$ cat config.mk
export PLATFORM = sky130hd
export DESIGN_NAME = dds_tuning_word_serial_loader_flat
export DESIGN_NICKNAME = d
export VERILOG_FILES = /design/src/dtwl_pkg.sv /design/src/dtwl_if.sv /design/src/dds_tuning_word_serial_loader.sv /design/src/dtwl_front.sv /design/src/dtwl_fifo.sv /design/src/dtwl_serializer.sv /design/src/flat_wrapper.sv
export SDC_FILE = /design/constraint.sdc
export NUM_CORES = 1
export LEC_CHECK = 0
export BUFFER_PORTS_ARGS = -buffer_cell sky130_fd_sc_hd__buf_2
export CAP_MARGIN = 5
export CORE_UTILIZATION = 48
export DETAILED_ROUTE_END_ITERATION = 16
export HOLD_SLACK_MARGIN = 0.08
export SETUP_SLACK_MARGIN = 0.02
export SYNTH_ARGS = -nofsm -noshare
export SYNTH_HDL_FRONTEND = slang
export SYNTH_SLANG_ARGS = --single-unit
$ cat constraint.sdc
create_clock -name clock -period 6.6 [get_ports clock]
set_input_delay 0.33 -clock clock [delete_from_list [all_inputs] [get_ports clock]]
set_output_delay 0.33 -clock clock [all_outputs]
set_load 0.005 [all_outputs]
$ cat src/dtwl_pkg.sv
// ----------------------------------------------------------------------------
// dtwl_pkg
// Types, constants and helper functions shared by the tuning word loader.
// ----------------------------------------------------------------------------
package dtwl_pkg;

   localparam int unsigned FREQ_W  = 32;
   localparam int unsigned PHASE_W = 16;
   localparam int unsigned CLK_W   = 32;
   localparam int unsigned TW_W    = 32;
   localparam int unsigned CTRL_W  = 8;
   localparam int unsigned LOAD_W  = TW_W + CTRL_W;
   localparam int unsigned CODE_W  = 5;

   localparam logic [CLK_W-1:0] REF_CLOCK_RESET = CLK_W'(180000000);

   localparam int unsigned QUEUE_DEPTH_DEFAULT = 2;

   // The dividend is {freq, 32 zeros}; two quotient bits are resolved per cycle.
   localparam int unsigned DIV_BITS_PER_CYCLE = 2;
   localparam int unsigned DIV_CYCLES = (FREQ_W + TW_W) / DIV_BITS_PER_CYCLE;
   localparam int unsigned DIV_CNT_W  = $clog2(DIV_CYCLES);

   // Phase reduction: q = floor(deg / 360) as (deg * DEG_RECIP) >> DEG_SHIFT,
   // then code = floor(p * 32 / 360) as (p * CODE_RECIP) >> CODE_SHIFT.
   localparam int unsigned DEG_FULL   = 360;
   localparam int unsigned DEG_RECIP  = 46604;
   localparam int unsigned DEG_SHIFT  = 24;
   localparam int unsigned DEG_Q_W    = 8;
   localparam int unsigned PMOD_W     = 9;
   localparam int unsigned CODE_RECIP = 5828;
   localparam int unsigned CODE_SHIFT = 16;
   localparam int unsigned CODE_PROD_W = 22;

   // Low control bits: multiplier enable set, reserved and power-down clear.
   localparam logic [2:0] CTRL_LOW_BITS = 3'b001;

   typedef logic [LOAD_W-1:0] load_word_type;

   typedef struct packed {
      logic          valid;
      load_word_type word;
   } load_item_type;

   typedef enum logic [1:0] {
      FE_IDLE,
      FE_DIVIDE,
      FE_PUSH
   } fe_state_type;

   // One restoring division step: returns {quotient bit, new remainder}.
   function automatic logic [CLK_W:0] div_step(input logic [CLK_W-1:0] rem,
                                               input logic             din,
                                               input logic [CLK_W-1:0] divisor);
      logic [CLK_W:0] trial;
      logic [CLK_W:0] diff;
      trial = {rem, din};
      diff  = trial - {1'b0, divisor};
      if (trial >= {1'b0, divisor}) begin
         return {1'b1, diff[CLK_W-1:0]};
      end else begin
         return {1'b0, trial[CLK_W-1:0]};
      end
   endfunction

endpackage

$ cat src/dtwl_if.sv
// ----------------------------------------------------------------------------
// dtwl interfaces
// Valid/ready channels for requests, serial responses and the clock register.
// ----------------------------------------------------------------------------
interface dtwl_req_if import dtwl_pkg::*; ();
   logic               valid;
   logic               ready;
   logic [FREQ_W-1:0]  freq_hz;
   logic [PHASE_W-1:0] phase_degrees;

   modport source (output valid, output freq_hz, output phase_degrees, input ready);
   modport sink   (input valid, input freq_hz, input phase_degrees, output ready);
endinterface

interface dtwl_rsp_if import dtwl_pkg::*; ();
   logic valid;
   logic ready;
   logic serial_bit;
   logic last_bit;

   modport source (output valid, output serial_bit, output last_bit, input ready);
   modport sink   (input valid, input serial_bit, input last_bit, output ready);
endinterface

interface dtwl_csr_if import dtwl_pkg::*; ();
   logic             valid;
   logic             ready;
   logic [CLK_W-1:0] ref_clock_hz;

   modport source (output valid, output ref_clock_hz, input ready);
   modport sink   (input valid, input ref_clock_hz, output ready);
endinterface

$ cat src/dds_tuning_word_serial_loader.sv
// ----------------------------------------------------------------------------
// dds_tuning_word_serial_loader
// Converts frequency and phase requests into serial 40-bit DDS load words.
// ----------------------------------------------------------------------------
// Channels: a request carries freq_hz and phase_degrees; each request yields
// forty responses, one serial_bit each, LSB first: tuning word
// floor(freq_hz * 2^32 / ref_clock_hz) low 32 bits, then the control byte
// {phase code, 3'b001}. last_bit marks the fortieth bit so that the update
// strobe can follow. The csr channel writes ref_clock_hz and is always ready.
// The front resolves two quotient bits per cycle; the serializer sends one
// response per cycle while the receiver is ready, and it is the serializer
// that sets the sustained request rate. A holding register takes the next
// request while the previous one divides, and a short queue lets the
// divider run ahead of a stalled receiver. When the receiver stalls, the
// current bit holds and the queue fills, then requests back up. Reset
// empties the pipeline and the queue and restores ref_clock_hz to 180 MHz.
// ----------------------------------------------------------------------------
module dds_tuning_word_serial_loader import dtwl_pkg::*; #(
   parameter int unsigned QUEUE_DEPTH = QUEUE_DEPTH_DEFAULT
) (
   input  logic       clock,
   input  logic       reset,
   dtwl_csr_if.sink   csr_chan,
   dtwl_req_if.sink   req_chan,
   dtwl_rsp_if.source rsp_chan
);

   logic [CLK_W-1:0] ref_clock_ff, ref_clock_in;
   load_item_type    front_push;
   logic             front_push_ready;
   load_item_type    queue_head;
   logic             queue_pop;

   assign csr_chan.ready = 1'b1;

   always_comb begin
      ref_clock_in = ref_clock_ff;
      if (csr_chan.valid) ref_clock_in = csr_chan.ref_clock_hz;
   end

   always_ff @(posedge clock) begin
      if (reset) begin
         ref_clock_ff <= REF_CLOCK_RESET;
      end else begin
         ref_clock_ff <= ref_clock_in;
      end
   end

   dtwl_front u_front (
      .clock        (clock),
      .reset        (reset),
      .ref_clock_hz (ref_clock_ff),
      .req          (req_chan),
      .push         (front_push),
      .push_ready   (front_push_ready)
   );

   dtwl_fifo #(
      .DEPTH (QUEUE_DEPTH)
   ) u_fifo (
      .clock    (clock),
      .reset    (reset),
      .wr       (front_push),
      .wr_ready (front_push_ready),
      .rd       (queue_head),
      .rd_ready (queue_pop)
   );

   dtwl_serializer u_serializer (
      .clock     (clock),
      .reset     (reset),
      .queue     (queue_head),
      .queue_pop (queue_pop),
      .rsp       (rsp_chan)
   );

endmodule

$ cat src/dtwl_front.sv
// ----------------------------------------------------------------------------
// dtwl_front
// Accepts requests, divides out the tuning word and builds the control byte.
// ----------------------------------------------------------------------------
module dtwl_front import dtwl_pkg::*; (
   input  logic             clock,
   input  logic             reset,
   input  logic [CLK_W-1:0] ref_clock_hz,
   dtwl_req_if.sink         req,
   output load_item_type    push,
   input  logic             push_ready
);

   fe_state_type             state_ff, state_in;
   logic                     hold_valid_ff, hold_valid_in;
   logic [FREQ_W-1:0]        hold_freq_ff, hold_freq_in;
   logic [PHASE_W-1:0]       hold_phase_ff, hold_phase_in;
   logic [CLK_W-1:0]         rem_ff, rem_in;
   logic [FREQ_W-1:0]        num_ff, num_in;
   logic [TW_W-1:0]          quo_ff, quo_in;
   logic [DIV_CNT_W-1:0]     cnt_ff, cnt_in;
   logic [PHASE_W-1:0]       deg_ff, deg_in;
   logic [DEG_Q_W-1:0]       degq_ff, degq_in;
   logic [PMOD_W-1:0]        pmod_ff, pmod_in;
   logic [CODE_W-1:0]        code_ff, code_in;

   logic                     accept;
   logic                     start;
   logic                     div_last;
   logic [CLK_W:0]           step_hi;
   logic [CLK_W:0]           step_lo;
   logic [31:0]              degq_prod;
   logic [PHASE_W-1:0]       deg_multiple;
   logic [CODE_PROD_W-1:0]   code_prod;

   assign req.ready = !hold_valid_ff;
   assign accept    = req.valid && !hold_valid_ff;
   assign div_last  = (cnt_ff == DIV_CNT_W'(DIV_CYCLES - 1));
   assign start     = hold_valid_ff &&
                      ((state_ff == FE_IDLE) || ((state_ff == FE_PUSH) && push_ready));

   // Next state
   always_comb begin
      state_in = state_ff;
      case (state_ff)
         FE_IDLE: begin
            if (start) state_in = FE_DIVIDE;
         end
         FE_DIVIDE: begin
            if (div_last) state_in = FE_PUSH;
         end
         FE_PUSH: begin
            if (start) begin
               state_in = FE_DIVIDE;
            end else if (push_ready) begin
               state_in = FE_IDLE;
            end
         end
         default: state_in = FE_IDLE;
      endcase
   end

   // Outputs
   always_comb begin
      push.valid = 1'b0;
      push.word  = {code_ff, CTRL_LOW_BITS, quo_ff};
      case (state_ff)
         FE_IDLE:   push.valid = 1'b0;
         FE_DIVIDE: push.valid = 1'b0;
         FE_PUSH:   push.valid = 1'b1;
         default:   push.valid = 1'b0;
      endcase
   end

   // Request holding register
   always_comb begin
      hold_valid_in = hold_valid_ff;
      hold_freq_in  = hold_freq_ff;
      hold_phase_in = hold_phase_ff;
      if (accept) begin
         hold_valid_in = 1'b1;
         hold_freq_in  = req.freq_hz;
         hold_phase_in = req.phase_degrees;
      end else if (start) begin
         hold_valid_in = 1'b0;
      end
   end

   // Two restoring steps per cycle over the dividend {freq, zeros}.
   assign step_hi = div_step(rem_ff, num_ff[FREQ_W-1], ref_clock_hz);
   assign step_lo = div_step(step_hi[CLK_W-1:0], num_ff[FREQ_W-2], ref_clock_hz);

   // Phase reduction runs in the first cycles of the division, one product each.
   assign degq_prod    = 32'(deg_ff) * 32'(DEG_RECIP);
   assign deg_multiple = PHASE_W'(degq_ff * PHASE_W'(DEG_FULL));
   assign code_prod    = CODE_PROD_W'(pmod_ff) * CODE_PROD_W'(CODE_RECIP);

   always_comb begin
      rem_in  = rem_ff;
      num_in  = num_ff;
      quo_in  = quo_ff;
      cnt_in  = cnt_ff;
      deg_in  = deg_ff;
      degq_in = degq_ff;
      pmod_in = pmod_ff;
      code_in = code_ff;
      if (start) begin
         rem_in = '0;
         num_in = hold_freq_ff;
         cnt_in = '0;
         deg_in = hold_phase_ff;
      end else if (state_ff == FE_DIVIDE) begin
         rem_in = step_lo[CLK_W-1:0];
         num_in = {num_ff[FREQ_W-3:0], 2'b00};
         quo_in = {quo_ff[TW_W-3:0], step_hi[CLK_W], step_lo[CLK_W]};
         cnt_in = cnt_ff + 1'b1;
         if (cnt_ff == DIV_CNT_W'(0)) degq_in = degq_prod[DEG_SHIFT +: DEG_Q_W];
         if (cnt_ff == DIV_CNT_W'(1)) pmod_in = PMOD_W'(deg_ff - deg_multiple);
         if (cnt_ff == DIV_CNT_W'(2)) code_in = code_prod[CODE_SHIFT +: CODE_W];
      end
   end

   always_ff @(posedge clock) begin
      if (reset) begin
         state_ff      <= FE_IDLE;
         hold_valid_ff <= 1'b0;
      end else begin
         state_ff      <= state_in;
         hold_valid_ff <= hold_valid_in;
      end
   end

   always_ff @(posedge clock) begin
      hold_freq_ff  <= hold_freq_in;
      hold_phase_ff <= hold_phase_in;
      rem_ff        <= rem_in;
      num_ff        <= num_in;
      quo_ff        <= quo_in;
      cnt_ff        <= cnt_in;
      deg_ff        <= deg_in;
      degq_ff       <= degq_in;
      pmod_ff       <= pmod_in;
      code_ff       <= code_in;
   end

endmodule

$ cat src/dtwl_fifo.sv
// ----------------------------------------------------------------------------
// dtwl_fifo
// Short queue of load words between the front and the serializer.
// ----------------------------------------------------------------------------
module dtwl_fifo import dtwl_pkg::*; #(
   parameter int unsigned DEPTH = QUEUE_DEPTH_DEFAULT
) (
   input  logic          clock,
   input  logic          reset,
   input  load_item_type wr,
   output logic          wr_ready,
   output load_item_type rd,
   input  logic          rd_ready
);

   localparam int unsigned AW = (DEPTH > 1) ? $clog2(DEPTH) : 1;
   localparam int unsigned CW = $clog2(DEPTH + 1);

   load_word_type  mem_ff [DEPTH];
   logic [AW-1:0]  wr_ptr_ff, wr_ptr_in;
   logic [AW-1:0]  rd_ptr_ff, rd_ptr_in;
   logic [CW-1:0]  count_ff, count_in;
   logic           do_wr;
   logic           do_rd;

   assign wr_ready = (count_ff != CW'(DEPTH));
   assign rd.valid = (count_ff != '0);
   assign rd.word  = mem_ff[rd_ptr_ff];
   assign do_wr    = wr.valid && wr_ready;
   assign do_rd    = rd.valid && rd_ready;

   always_comb begin
      wr_ptr_in = wr_ptr_ff;
      rd_ptr_in = rd_ptr_ff;
      count_in  = count_ff;
      if (do_wr) begin
         wr_ptr_in = (wr_ptr_ff == AW'(DEPTH - 1)) ? '0 : wr_ptr_ff + 1'b1;
      end
      if (do_rd) begin
         rd_ptr_in = (rd_ptr_ff == AW'(DEPTH - 1)) ? '0 : rd_ptr_ff + 1'b1;
      end
      if (do_wr && !do_rd) begin
         count_in = count_ff + 1'b1;
      end else if (do_rd && !do_wr) begin
         count_in = count_ff - 1'b1;
      end
   end

   always_ff @(posedge clock) begin
      if (reset) begin
         wr_ptr_ff <= '0;
         rd_ptr_ff <= '0;
         count_ff  <= '0;
      end else begin
         wr_ptr_ff <= wr_ptr_in;
         rd_ptr_ff <= rd_ptr_in;
         count_ff  <= count_in;
      end
   end

   always_ff @(posedge clock) begin
      if (do_wr) mem_ff[wr_ptr_ff] <= wr.word;
   end

endmodule

$ cat src/dtwl_serializer.sv
// ----------------------------------------------------------------------------
// dtwl_serializer
// Shifts each 40-bit load word out one bit per response, LSB first.
// ----------------------------------------------------------------------------
module dtwl_serializer import dtwl_pkg::*; (
   input  logic          clock,
   input  logic          reset,
   input  load_item_type queue,
   output logic          queue_pop,
   dtwl_rsp_if.source    rsp
);

   localparam int unsigned BIT_CNT_W = $clog2(LOAD_W);

   logic                 busy_ff, busy_in;
   load_word_type        shift_ff, shift_in;
   logic [BIT_CNT_W-1:0] bit_cnt_ff, bit_cnt_in;
   logic                 fire;
   logic                 last;
   logic                 load;

   assign last = (bit_cnt_ff == BIT_CNT_W'(LOAD_W - 1));
   assign fire = busy_ff && rsp.ready;
   // The next word is taken in the same cycle the last bit of the previous one leaves.
   assign load = queue.valid && (!busy_ff || (fire && last));

   assign queue_pop      = load;
   assign rsp.valid      = busy_ff;
   assign rsp.serial_bit = shift_ff[0];
   assign rsp.last_bit   = last;

   always_comb begin
      busy_in    = busy_ff;
      shift_in   = shift_ff;
      bit_cnt_in = bit_cnt_ff;
      if (load) begin
         busy_in    = 1'b1;
         shift_in   = queue.word;
         bit_cnt_in = '0;
      end else if (fire) begin
         shift_in   = {1'b0, shift_ff[LOAD_W-1:1]};
         bit_cnt_in = bit_cnt_ff + 1'b1;
         if (last) busy_in = 1'b0;
      end
   end

   always_ff @(posedge clock) begin
      if (reset) begin
         busy_ff    <= 1'b0;
         bit_cnt_ff <= '0;
      end else begin
         busy_ff    <= busy_in;
         bit_cnt_ff <= bit_cnt_in;
      end
   end

   always_ff @(posedge clock) begin
      shift_ff <= shift_in;
   end

endmodule

$ cat src/flat_wrapper.sv
// flat-port wrapper written by rule: the top's interface ports become plain ports
module dds_tuning_word_serial_loader_flat import dtwl_pkg::*;
#(
   parameter int unsigned QUEUE_DEPTH = QUEUE_DEPTH_DEFAULT
)
  (clock, reset, csr_chan_valid, csr_chan_ref_clock_hz, csr_chan_ready, req_chan_valid, req_chan_freq_hz, req_chan_phase_degrees, req_chan_ready, rsp_chan_valid, rsp_chan_serial_bit, rsp_chan_last_bit, rsp_chan_ready);
  dtwl_csr_if csr_chan_i ();
  dtwl_req_if req_chan_i ();
  dtwl_rsp_if rsp_chan_i ();
  input  logic clock;
  input  logic reset;
  input wire logic [$bits(csr_chan_i.valid)-1:0] csr_chan_valid;
  input wire logic [$bits(csr_chan_i.ref_clock_hz)-1:0] csr_chan_ref_clock_hz;
  output wire logic [$bits(csr_chan_i.ready)-1:0] csr_chan_ready;
  input wire logic [$bits(req_chan_i.valid)-1:0] req_chan_valid;
  input wire logic [$bits(req_chan_i.freq_hz)-1:0] req_chan_freq_hz;
  input wire logic [$bits(req_chan_i.phase_degrees)-1:0] req_chan_phase_degrees;
  output wire logic [$bits(req_chan_i.ready)-1:0] req_chan_ready;
  output wire logic [$bits(rsp_chan_i.valid)-1:0] rsp_chan_valid;
  output wire logic [$bits(rsp_chan_i.serial_bit)-1:0] rsp_chan_serial_bit;
  output wire logic [$bits(rsp_chan_i.last_bit)-1:0] rsp_chan_last_bit;
  input wire logic [$bits(rsp_chan_i.ready)-1:0] rsp_chan_ready;
  assign csr_chan_i.valid = csr_chan_valid;
  assign csr_chan_i.ref_clock_hz = csr_chan_ref_clock_hz;
  assign csr_chan_ready = csr_chan_i.ready;
  assign req_chan_i.valid = req_chan_valid;
  assign req_chan_i.freq_hz = req_chan_freq_hz;
  assign req_chan_i.phase_degrees = req_chan_phase_degrees;
  assign req_chan_ready = req_chan_i.ready;
  assign rsp_chan_valid = rsp_chan_i.valid;
  assign rsp_chan_serial_bit = rsp_chan_i.serial_bit;
  assign rsp_chan_last_bit = rsp_chan_i.last_bit;
  assign rsp_chan_i.ready = rsp_chan_ready;
  dds_tuning_word_serial_loader #(.QUEUE_DEPTH(QUEUE_DEPTH)) u_core (.clock(clock), .reset(reset), .csr_chan(csr_chan_i), .req_chan(req_chan_i), .rsp_chan(rsp_chan_i));
endmodule
==> results.toml, run 1 <==
[worst_hold_path]
min-delay-path-class = "in2reg"
timing.hold.worst_endpoint = "u_core.ref_clock_ff[11]"
worst_hold_launch = "csr_chan_ref_clock_hz[11]"
hold_depth = 3

[detailed_routing]
route.detailed.vias_per_inst = 5.47
drt_wl_total_um = 52100
detailedRoute.firstIterationViolations = 1073
via_count = 15136
detailedRoute.firstPassIterationCount = 5
ant_nets = 0
avgRoutedWirePerCell_um = 18.8
drc = 0

[synth]
post-synth-top-area-fraction_pct = 36.7
synth.largest_area_cell = "edfxtp_1"
synthFlopType = "edfxtp_1"
syn_area_per_cell_um2 = 10.8
yosysSeqAreaShare_pct = 44.5
number_of_different_library_cells_in_the_post_synthesis_netlist = 80
synth_cells = 1978
synthesis.nets = 2366
synth_edf_count = 262
postSynth.asyncResetShare_pct = 0
mappedNetlistArea_um2 = 21500
ys_top_cells_by_area = "edfxtp_1 37%, ha_1 13%, dfxtp_1 7.8%"
ys.warnings.count = 0
ys_seq_elements = 346

[setup_path]
cpMaxStageDelayCell = "o41ai_1"
crit_path_cell_chain = "inv_1 > ha_1 > nor2b_1 > o2111ai_1 > a211oi_2 > nor3_2 > a311oi_4 > nor2_4 > buf_4 > o21ai_0 > ha_1 > nand2_1 > a211oi_1 > o41ai_1 > a31oi_1 > buf_4 > a31oi_1 > o211ai_1 > buf_4 > nor2_2 > buf_4 > inv_2 > a221o_1"
worstSetupPathType = "reg2reg"
endpoint_kind = "flip-flop"
reg2reg_end = "u_core.u_front.rem_ff[8]"
cp_common_cell = "buf_4"
cp_top_family = "compound AO/OA/AOI/OAI gates"
critPathLaunchType = "flip-flop"
reg_to_reg_critical_path_startpoint = "u_core.ref_clock_ff[1]"
r2r_setup_slack_ns = 0.51
sum_of_buffers_and_inverters_on_the_critical_path = 6
timing.critical_path.fanout_max = 20
critPathMaxStageDelay_ns = 0.53
crit_arrival_ns = 6.56
critical_path_required_ns = 7.07
reg2regPathDepth = 23

[layout]
share_of_layout_cells_above_drive_strength_1_pct = 10.8
sequential_cell_area_um2 = 9550
num-fill-cells = 3848
antenna_cells = 0
finish.net_count = 2530
area_occupied_by_multi_input_gates_um2 = 10700
syn_to_final_growth_pct = 15.3

[clock_tree]
clk_pin_slew_ns = 0.06
clock_tree_from_tritoncts = "built"
cts_htree_levels = 2
cts_buffer_count = 41
clock_sink_count = 346
clock-root-buffer = "clkbuf_16"
clock_latency_ns = 0.59
clk_path_buf_depth = 3

[floorplanning]
floorplan.core_area_um2 = 44100
die_area_um2 = 45500
floorplan.rows = 77
top_level_ports = 90
initial_utilization_pct = 48.6
chipWidth_um = 213
die_h_um = 213

[place]
place.detailed.hpwl_um = 37600
placement.io_buffers = 88
gp_congestion = 0.975

[timing]
final-hold-violation-count = 0
fin_hold_ws_ns = 0.134
finalCritPeriodShare_pct = 92.2
setup_repair_after_global_routing_missed_its_margin = "no"
min_period_ns = 6.09
report.final.slew_viol_count = 0
setup_viol_count_final = 0
max_freq_mhz = 164
fin_skew_ns = 0.0201
worst_margin_slew_ns = 1.02
setup_total_negative_slack_ns = 0
slew-limit-headroom_pct = 31.7

[flow_run]
cap_violations = 0

[pwr]
ir_drop_mv = 0.344
switching_share_pct = 43.2
power_leakage_nw = 10.6
cellPowerDensity_nw_per_um2 = 522
relative_contribution_of_the_clock_network_to_total_power_pct = 18.5
sequentialPowerShare_pct = 24.5
power.internal_mw = 7.33
power.combinational.fraction_pct = 57.0
switching_power_mw = 5.58

[global_route]
globalRouteTotalUtil_pct = 23.4
number_of_global_route_vias_before_repair = 15228
grt_overflow_total = 0
antenna_violations_before_repair = 0
first_pass_grt_wire_length_um = 82100
grt_max_degree = 83

[run_status]
run_status = "completed"
## cell type report
type                       count  share of cell area [%]
multi-input combinational   1329                    43.3
sequential                   346                    38.6
timing repair buffer         193                    5.78
clock buffer                  44                    4.19
inverter                     231                    3.51
tap                          592                    2.99
clock inverter                32                    1.58
## worst register-to-register path, stage by stage, from the launching register on
cell and delay, ns:
dfxtp_1 0.34, inv_1 0.13, ha_1 0.32, nor2b_1 0.23, o2111ai_1 0.29, a211oi_2 0.51
nor3_2 0.14, a311oi_4 0.38, nor2_4 0.10, buf_4 0.16, o21ai_0 0.40, ha_1 0.37
nand2_1 0.11, a211oi_1 0.08, o41ai_1 0.53, a31oi_1 0.18, buf_4 0.20, a31oi_1 0.41
o211ai_1 0.14, buf_4 0.24, nor2_2 0.12, buf_4 0.19, inv_2 0.10, a221o_1 0.33
## kinds of logic (layout without fill, tap and decap cells)
family | count (synthesis) | after routing | synth area share [%]
compound gates | 357 | 357 | 11.2
simple gates | 500 | 500 | 10.8
fa+ha+maj | 303 | 303 | 20.3
flops | 346 | 346 | 44.5
other cells | 1 | 1 | 0.0175
buf+inv | 303 | 500 | 5.69
mux | 78 | 78 | 3.74
xor+xnor | 90 | 90 | 3.67
## worst max path at each step
stage                        startpoint                         to  slack (ns)  cells past startpoint
6_report         u_core.ref_clock_ff[1]   u_core.u_front.rem_ff[8]        0.51                     23
5_1_grt         u_core.ref_clock_ff[24]   u_core.u_front.rem_ff[8]        0.17                     23
4_1_cts         u_core.ref_clock_ff[24]  u_core.u_front.rem_ff[26]        0.48                     21
3_5_place_dp    u_core.ref_clock_ff[24]  u_core.u_front.rem_ff[21]        0.49                     21
3_3_place_gp     u_core.ref_clock_ff[1]  u_core.u_front.rem_ff[21]        0.58                     21
2_1_floorplan  u_core.u_front.deg_ff[4]  u_core.u_front.degq_ff[5]        1.34                     17
## placed cells by master, fill, tap and decap left out, types with 9 or more instances in the layout
cell	Yosys	layout
edfxtp_1	262	262
xnor2_1	58	58
dfxtp_1	84	83
buf_2	18	88
fa_1	76	76
ha_1	227	227
buf_4	2	25
o211ai_1	36	36
inv_1	228	227
and2_1	13	13
nor2_1	126	125
mux2i_1	61	61
mux2_2	17	17
nand3_1	37	37
a31oi_1	19	19
a21oi_1	114	112
o31ai_1	16	16
dlygate4sd3_1	0	80
nor4_1	11	11
nand4_1	26	26
clkbuf_16	0	41
o21ai_0	44	44
and3_1	12	12
a21o_1	34	34
nand2_1	174	174
o21a_1	9	9
xor2_1	32	32
nor3_1	49	49
a211oi_1	11	11
clkinv_2	1	13
## repair_timing
| action | 4_1_cts | 5_1_grt |
|---|---|---|
| hold buffers | 80 | 0 |
| resized for setup | 0 | 1 |
| endpoints found under the hold margin | 80 | 0 |
| endpoints found under the setup margin | 0 | 13 |
| setup buffers | 0 | 3 |
## synth_stat cells (all sizes together) (31+ instances only)
cell and count:
nor2 128, buf 31, o21ai 45, nand2 174, dfxtp 84, inv 229
clkbuf 41, edfxtp 262, xnor2 58, nor3 50, fa 76, xor2 32
o211ai 36, a21oi 119, a21o 35, mux2i 61, nand3 37, ha 227
## flip-flops by register name (all words and copies together), names as in the netlist, 2 cells and up, named ones only
name	flops
u_core.u_fifo.mem_ff	74
u_core.u_serializer.shift_ff	40
u_core.ref_clock_ff	32
u_core.u_front.hold_freq_ff	32
u_core.u_front.num_ff	32
u_core.u_front.quo_ff	32
u_core.u_front.rem_ff	32
u_core.u_front.deg_ff	16
u_core.u_front.hold_phase_ff	16
u_core.u_front.pmod_ff	9
u_core.u_front.degq_ff	6
u_core.u_serializer.bit_cnt_ff	6
u_core.u_front.cnt_ff	5
u_core.u_front.code_ff	5
u_core.u_fifo.count_ff	2
u_core.u_front.state_ff	2
## routing by layer
layer	routed length [µm]	GRT usage [%]	vias up	part of all wire [%]
li1	-	-	7365	-
met1	23000	30.9	7257	44
met2	24800	39.3	416	48
met3	2510	3.35	98	4.8
met4	1720	8.42	0	3.3
met5	0	0	-	0
## power by group through the flow
stage / clock network, mW / registers [mW] / logic, mW
4_1_cts: 2.45 / 3.17 / 7.33
5_1_grt: 2.52 / 3.20 / 8.23
3_5_place_dp: 0 / 3.21 / 7.22
3_3_place_gp: 0 / 3.20 / 7.18
2_1_floorplan: 0 / 3.12 / 5.57
6_report: 2.38 / 3.16 / 7.36
## through the flow
stage	cells	cell area [µm²]	util, %	power, mW	worst slack, ns
2_1_floorplan	1978	21500	-	8.69	1.34
3_3_place_gp	2608	22500	51.0	10.4	0.582
3_5_place_dp	2608	22500	51.0	10.4	0.488
4_1_cts	2764	24700	56.0	12.9	0.476
5_1_grt	2767	24700	56.1	14.0	0.174
6_report	2767	24700	56.1	12.9	0.514
Note: power is estimated with default switching activity, not from simulation.
==> run 2: changes to the inputs <==
CORE_UTILIZATION = 47   (was 48)
==> run 2 against run 1 <==
Effect of this change: via count is 0.19% lower; register-to-register slack got worse by 0.14 ns; cell count is 0.22% lower; design area down 0.11%; global-route usage is 0.85 points lower; clock power barely moved; non-clock buffer count is 2 lower; die area is 2.1% higher; core utilization decreased by 0.66 points; first-iteration DRC count grew 6.4%; critical path depth is 1 lower; largest power group unchanged; highest routed layer unchanged.
==> results.toml, run 2 (synthesis gave the netlist of run 1 again) <==
[floorplanning]
chipWidth_um = 216
top_level_ports = 90
die_area_um2 = 46500
initial_utilization_pct = 48.1
die_h_um = 216
floorplan.core_area_um2 = 44600
floorplan.rows = 77

[detailed_routing]
drt_wl_total_um = 51700
drc = 0
detailedRoute.firstIterationViolations = 1142
via_count = 15107
detailedRoute.firstPassIterationCount = 5
route.detailed.vias_per_inst = 5.47
ant_nets = 0
avgRoutedWirePerCell_um = 18.7

[timing]
final-hold-violation-count = 0
setup_total_negative_slack_ns = 0
report.final.slew_viol_count = 0
fin_skew_ns = 0.0182
max_freq_mhz = 160
setup_viol_count_final = 0
min_period_ns = 6.23
slew-limit-headroom_pct = 34.4
finalCritPeriodShare_pct = 94.4
setup_repair_after_global_routing_missed_its_margin = "no"
worst_margin_slew_ns = 0.984

[clock_tree]
clock_tree_from_tritoncts = "built"
clock_sink_count = 346
cts_buffer_count = 39
cts_htree_levels = 2
cts_hold_repair.buffers = 80
clk_path_buf_depth = 3
resize_count_post_cts = 0
clk_pin_slew_ns = 0.06
cts_setup_buffers = 0
clock_latency_ns = 0.56
clock-root-buffer = "clkbuf_16"

[global_route]
grt_overflow_total = 0
antenna_violations_before_repair = 1
grt_max_degree = 83
globalRouteTotalUtil_pct = 22.6
first_pass_grt_wire_length_um = 82600
number_of_global_route_vias_before_repair = 15243

[pwr]
switching_power_mw = 5.62
power.internal_mw = 7.38
power_leakage_nw = 10.6
sequentialPowerShare_pct = 24.3
power.combinational.fraction_pct = 57.2
cellPowerDensity_nw_per_um2 = 526
fin_total_pwr_mw = 13.0
relative_contribution_of_the_clock_network_to_total_power_pct = 18.5
switching_share_pct = 43.2
ir_drop_mv = 0.267

[layout]
top_regs = "u_core.u_fifo.mem_ff (74), u_core.u_serializer.shift_ff (40)"
most-common-layout-cells = "262 x edfxtp_1, 227 x inv_1, 227 x ha_1, 174 x nand2_1, 126 x nor2_1"
top_register_by_number_of_flip_flops = "u_core.u_fifo.mem_ff"
num-fill-cells = 3845
syn_to_final_growth_pct = 15.2
finish.net_count = 2526
share_of_layout_cells_above_drive_strength_1_pct = 10.5
final_core_density_pct = 55.4
largest_register_ffs = 74
stdcell_area_um2 = 24700
final_common_cell = "edfxtp_1"
layoutNonFillerInstCount = 2761

[setup_path]
endpoint_kind = "flip-flop"
critPathLaunchType = "flip-flop"
worstSetupPathType = "reg2reg"
critical_path_required_ns = 7.07
timing.critical_path.fanout_max = 19
crit_arrival_ns = 6.70

[place]
placed_cell_area_um2 = 22500
gp_congestion = 0.962
place.detailed.hpwl_um = 36900
dpl.cell_count = 2609
placement.io_buffers = 88

[run_status]
run_status = "completed"

[worst_hold_path]
min-delay-path-class = "in2reg"

[flow_run]
cap_violations = 0
-- run 2: cell type report --
type | instances | area, µm² | share of cell area [%]
Sequential cell | 346 | 9550 | 38.6
Tap cell | 592 | 741 | 3.00
Inverter | 231 | 868 | 3.51
Clock inverter | 24 | 369 | 1.49
Antenna cell | 1 | 2.50 | 0.0101
Clock buffer | 47 | 1050 | 4.24
Timing Repair Buffer | 191 | 1410 | 5.72
Multi-Input combinational cell | 1329 | 10700 | 43.4
-- run 2: per-layer routing --
metal / part of all wire [%] / global-route usage, %
met5: 0 / 0
met2: 46 / 36.6
met1: 47 / 31.4
met3: 4.7 / 2.95
met4: 2.4 / 7.02
-- run 2: through the flow --
stage                     hold slack [ns]  setup WS, ns
final                               0.125         0.369
after global routing                0.129        0.0469
after detailed placement            0.405         0.506
after floorplan                     0.400          1.34
after CTS                          0.0946         0.461
after global placement              0.402         0.628
-- run 2: final timing paths --
check	cells past startpoint	slack, ns	start	end
max reg2reg	22	0.37	u_core.ref_clock_ff[6]	u_core.u_front.rem_ff[6]
min	3	0.12	csr_chan_ref_clock_hz[9]	u_core.ref_clock_ff[9]
max	22	0.37	u_core.ref_clock_ff[6]	u_core.u_front.rem_ff[6]
min reg2reg	0	0.42	u_core.u_front.hold_phase_ff[9]	u_core.u_front.deg_ff[9]
-- run 2: power by group through the flow --
stage               Sequential (mW)  Combinational (mW)  Clock [mW]
floorplan                      3.12                5.57           0
global placement               3.19                7.30           0
detailed placement             3.20                7.32           0
CTS                            3.16                7.43        2.46
global route                   3.20                8.32        2.53
finish                         3.16                7.44        2.40
-- run 2: worst max-delay path: stages (launching register included) --
cell and delay [ns]:
dfxtp_1 0.34, inv_1 0.08, ha_1 0.36, a21oi_1 0.19, o21ai_0 0.19, a32o_1 0.35
nor3_2 0.32, a311oi_4 0.22, nor2_4 0.36, clkinv_2 0.41, buf_4 0.32, mux2i_1 0.32
inv_1 0.08, ha_1 0.42, a211oi_1 0.13, o21a_1 0.23, o31a_1 0.30, o31ai_1 0.34
a31oi_1 0.18, o211ai_1 0.33, nor2_2 0.13, buf_4 0.26, o311ai_1 0.26
